`config.mk`:
```
export PLATFORM = sky130hd
export DESIGN_NAME = sis_cell
export DESIGN_NICKNAME = d
export VERILOG_FILES = /design/src/rtl/core/sis_cell.sv
export SDC_FILE = /design/constraint.sdc
export NUM_CORES = 1
export LEC_CHECK = 0
export BUFFER_PORTS_ARGS = -buffer_cell sky130_fd_sc_hd__clkbuf_2
export CAP_MARGIN = 20
export CORE_ASPECT_RATIO = 1.2
export CORE_MARGIN = 4
export CORE_UTILIZATION = 44
export DETAILED_ROUTE_END_ITERATION = 8
export PLACE_DENSITY = 0.84
export SYNTH_ARGS = -nofsm -noshare
export SYNTH_HDL_FRONTEND = slang
export SYNTH_SLANG_ARGS = --single-unit
```
`constraint.sdc`:
```
create_clock -name clk_i -period 1.1 [get_ports clk_i]
set_input_delay 0.33 -clock clk_i [delete_from_list [all_inputs] [get_ports clk_i]]
set_output_delay 0.33 -clock clk_i [all_outputs]
set_load 0.01 [all_outputs]
```
`src/rtl/core/sis_cell.sv`:
```
`timescale 1ns / 1ps
// one slot of the shift chain: holds a range and a valid flag, takes its
// upstream neighbor's contents on shift and is loaded directly on write
module sis_cell #(
  parameter int unsigned ValueBits = 32
) (
  input  logic                 clk_i,
  input  logic                 rst_ni,
  input  logic                 clear_i,
  input  logic                 shift_i,
  input  logic                 up_vld_i,
  input  logic [ValueBits-1:0] up_lo_i,
  input  logic [ValueBits-1:0] up_hi_i,
  input  logic                 load_i,
  input  logic                 load_vld_i,
  input  logic [ValueBits-1:0] load_lo_i,
  input  logic [ValueBits-1:0] load_hi_i,
  output logic                 vld_o,
  output logic [ValueBits-1:0] lo_o,
  output logic [ValueBits-1:0] hi_o
);
  logic                 vld_q;
  logic [ValueBits-1:0] lo_q, hi_q;

  always_ff @(posedge clk_i or negedge rst_ni) begin
    if (!rst_ni) begin
      vld_q <= 1'b0;
    end else if (clear_i) begin
      vld_q <= 1'b0;
    end else if (load_i) begin
      vld_q <= load_vld_i;
    end else if (shift_i) begin
      vld_q <= up_vld_i;
    end
  end

  always_ff @(posedge clk_i) begin
    if (load_i) begin
      lo_q <= load_lo_i;
      hi_q <= load_hi_i;
    end else if (shift_i) begin
      lo_q <= up_lo_i;
      hi_q <= up_hi_i;
    end
  end

  assign vld_o = vld_q;
  assign lo_o  = lo_q;
  assign hi_o  = hi_q;
endmodule

```
After elaboration in Yosys (flattened, before gate mapping). Index checks and enable logic that the tools add are counted.

Flip-flop bits (word level): 65. Bits of input ports: 135. Output and inout bits: 65. Logic and storage cells: 12.

Multiplexer cells: 7. Reductions and logical operators: 2.

Operators by type and width (count): 2-to-1 mux 32 bit (4); 2-to-1 mux 1 bit (3); nonzero test 3 bit (1); nonzero test 2 bit (1).

Depth between registers and ports, before layout.
Depth in word-level cells: 3. Depth in mapped cells: 4. Mapped depth without buffers: 2.

Worst setup path after synthesis. OpenSTA, ideal clock, no wires.

Kind: in2reg. From: input load_i. To: register hi_q[0] (netlist: hi_o[0]) (enable). Library setup time: 0.394 ns. Data arrival time: 1.507 ns. Required time: 0.706 ns. Path slack: -0.801 ns. Stages on the path: 3. Buffers on the path: 2. Cell sequence: buf_4 buf_6 or2_2.

Longest elaborated chain between the ends: 1.

Ends and longest elaborated chain: start, declared (RTL line 14) `input logic load_i,`; nonzero test 2 bit (no line); end signal, assigned (RTL line 40) `hi_q <= load_hi_i;`; end signal, assigned (RTL line 43) `hi_q <= up_hi_i;`; end, declared (RTL line 23) `logic [ValueBits-1:0] lo_q, hi_q;`.

Every way passes these cells. A chain may end at the register's enable or synchronous reset.

Worst setup path after layout.
From: register hi_q[8] (netlist: hi_o[8]). To: output hi_o[8].

RTL lines: end, declared (RTL line 20) `output logic [ValueBits-1:0] hi_o`.

No word-level cell between the ends.

==> impl_results.md <==
* Buf+Inv Stages, Crit Path at 1
* CP Class: flop to output port
* #FFs+latches synth at 65
* Gate Count Post-Synth at 141
* Avg Vias per Cell at 4.730
* Failing checks: setup timing
* CTS tree: done
* Worst-margin pin slew at 0.1655 ns
* Total track usage at around a fifth
* Cell Area, Synth at 2868 µm²
* Die footprint at around 8000 µm²
* DRC at 0
* Post-route ant nets at 0
* Levels on crit path at 1
* Post-synthesis net count at 276
* Starting Density at 46.50%
* MaxCap Viol Count at 0
* Fmax at between 800 and 900 MHz
* Top delay family on crit path: flip-flops
* Vias post-DR at 2100
* Post-route minimum period at between 1 and 1.5 ns
* Distinct cells, synth at 12
* Slew Limit Fails at 0
* Core area at between 6000 and 7000 µm²
* First-pass GRT wire length at 10.77 mm
* Slowest stage delay, CP at 0.39 ns
* Syn_area_per_cell at about 20 µm²
* Clock slew at reported path FFs at 0.07 ns
* Share of cells above drive strength 1 at around four fifths
* Initial antenna violation count at 0
* Crit path setup slack, layout at -0.09414 ns
* Clk sink count at 65
* Unrepaired setup endpoints after global routing: yes
* Post-CTS Setup Repair Bufs at 0
* Slew HR at 88.65%
* Fillers at roughly 450
* WL/cell at 17.28 µm
* Skew final at 0 ns
* Root Driver: clkbuf_8
* Crit path to: hi_o[8]
* Crit end category: output port
* Final Cycle Share at 108.6%
* Worst r2r path cells at 2
* Required time worst endpoint at 0.77 ns
* DR iter-0 viols at 51
* Port Buffers at 199
* Latest clock arrival within the worst-skew pair at approximately 0.32 ns
* Area Growth Syn to Fin at 48.91%
* Routability Congestion at 0.7707
* Drt total wl at around 7.7 mm
* Hold Violations, Final at 0
* Cell Area, Placed at 4068 µm²
* Chip height at 96.44 µm
* Slowest-stage cell, CP: edfxtp_1
* Reg2Reg Launch Point: vld_o$_DFFE_PN0P_
* Pin count of the biggest net entering global routing at 23
* H-tree depth at 3
* Worst slack, placed at -0.2408 ns
* Pre-Repair DR Iteration Count at 4
* Cell row count at 31
* Post-synthesis sequential area ratio at around two thirds
* Hold Path Class: primary input to flop
* Diode count at 0
* Post-DP HPWL at between 6 and 7 mm
* Syn. warnings at 0
* LEAKAGE at 0.002063 µW
* Crit. Startpoint: hi_o[8]$_DFFE_PP_
* Power density over the cells at 1428 nW/µm²
* # nets final at 492
* Cell Chain, Critical Path: clkbuf_2
* CTS max path bufs at 2
* R2R Path End: vld_o$_DFFE_PN0P_
* IO Pins at 200
* Status: complete, but fails checks
* Startpoint Class: flop
* Vias in the first global route at 2287
* Setup Viol. Count Final at 65
* FF-to-FF setup slack at 0.36 ns
* WHS at 0.1506 ns
* Max VDD drop at approximately 0.86 mV
* GR Overflow Total at 0
* Crit-path max FO at 1
* CP arrival at 0.86 ns
* Die width at 81.70 µm
* TritonCTS Buffers at 9
* Final instance area at 4270 µm²
## synth_stat cells
master,instances,area (µm²)
edfxtp_1,64,1922
mux2_2,36,405.4
mux2_4,28,420.4
buf_2,3,15.01
buf_6,3,33.78
a211oi_2,1,12.51
buf_4,1,7.510
dfrtp_1,1,25.02
inv_2,1,3.750
mux2i_1,1,10.01
nor2b_1,1,6.260
or2_2,1,6.260
## report_power, final
part,switching (µW),total [µW],internal (µW)
sequential,77.4,3110,3030
clock,833,1870,1040
combinational,495,1110,618
total,1410,6100,4690
## registers in the layout (all words and copies together) (netlist names)
register,flops
hi_o,32
lo_o,32
vld_o,1
## worst min path at each step
stage             from                 to  slack (ns)  cells after the start
2_1_floorplan   rst_ni  vld_o$_DFFE_PN0P_        0.03                      0
3_3_place_gp    rst_ni  vld_o$_DFFE_PN0P_        0.11                      1
3_5_place_dp    rst_ni  vld_o$_DFFE_PN0P_        0.11                      1
4_1_cts        clear_i  vld_o$_DFFE_PN0P_        0.13                      2
5_1_grt        clear_i  vld_o$_DFFE_PN0P_        0.15                      2
6_report       clear_i  vld_o$_DFFE_PN0P_        0.15                      2
## through the flow
stage	std cells	util, %	power [µW]	setup TNS (ns)
finish	444	69.24	6096	-3.603
global route	444	69.24	6367	-6.367
CTS	444	69.04	6163	-5.195
detailed placement	427	65.96	4282	-20.16
global placement	427	65.96	4250	-18.48
floorplan	141	-	3665	-26.07
## metal layers
metal | vias up | share of wire [%] | GRT usage, %
met5 | - | 0 | 0
met4 | 0 | 3.0 | 11.63
met3 | 18 | 12 | 6.586
met2 | 132 | 54 | 36.55
met1 | 968 | 32 | 16.82
li1 | 982 | - | -
## layout by cell type (no fill, tap or decap)
master,count
buf_2,4
mux2i_1,1
clkbuf_1,3
clkinv_2,3
or2_4,1
clkbuf_8,9
edfxtp_1,64
dfrtp_1,1
inv_2,1
mux2_2,36
nor2b_1,1
buf_6,2
buf_12,5
clkbuf_2,192
mux2_4,28
a211oi_2,1
buf_4,8
dlygate4sd3_1,1
bufinv_16,1
## cells by family (layout without fill, tap and decap cells)
logic type             Yosys count  after routing  synth area share, %
and+or+nand+nor                  2              2               0.4366
AOI/OAI and AO/OA                1              1               0.4362
DFF                             65             65                67.89
buffers and inverters            8            229                2.094
muxes                           65             65                29.14
## layout make-up
class | count | area [µm²] | area share, %
Sequential cell | 65 | 1947 | 45.59
Inverter | 1 | 3.754 | 0.08790
Timing Repair Buffer | 212 | 1174 | 27.48
Clock inverter | 4 | 45.04 | 1.055
Clock buffer | 12 | 135.1 | 3.164
Multi-Input combinational cell | 68 | 863.3 | 20.22
Tap cell | 82 | 102.6 | 2.403
## timing repair
item                                    4_1_cts  5_1_grt
endpoints found under the hold margin         1        0
hold buffers                                  1        0
resized for setup                             0       10
endpoints found under the setup margin       65       65
No activity file was read; power rests on OpenSTA's default activity.
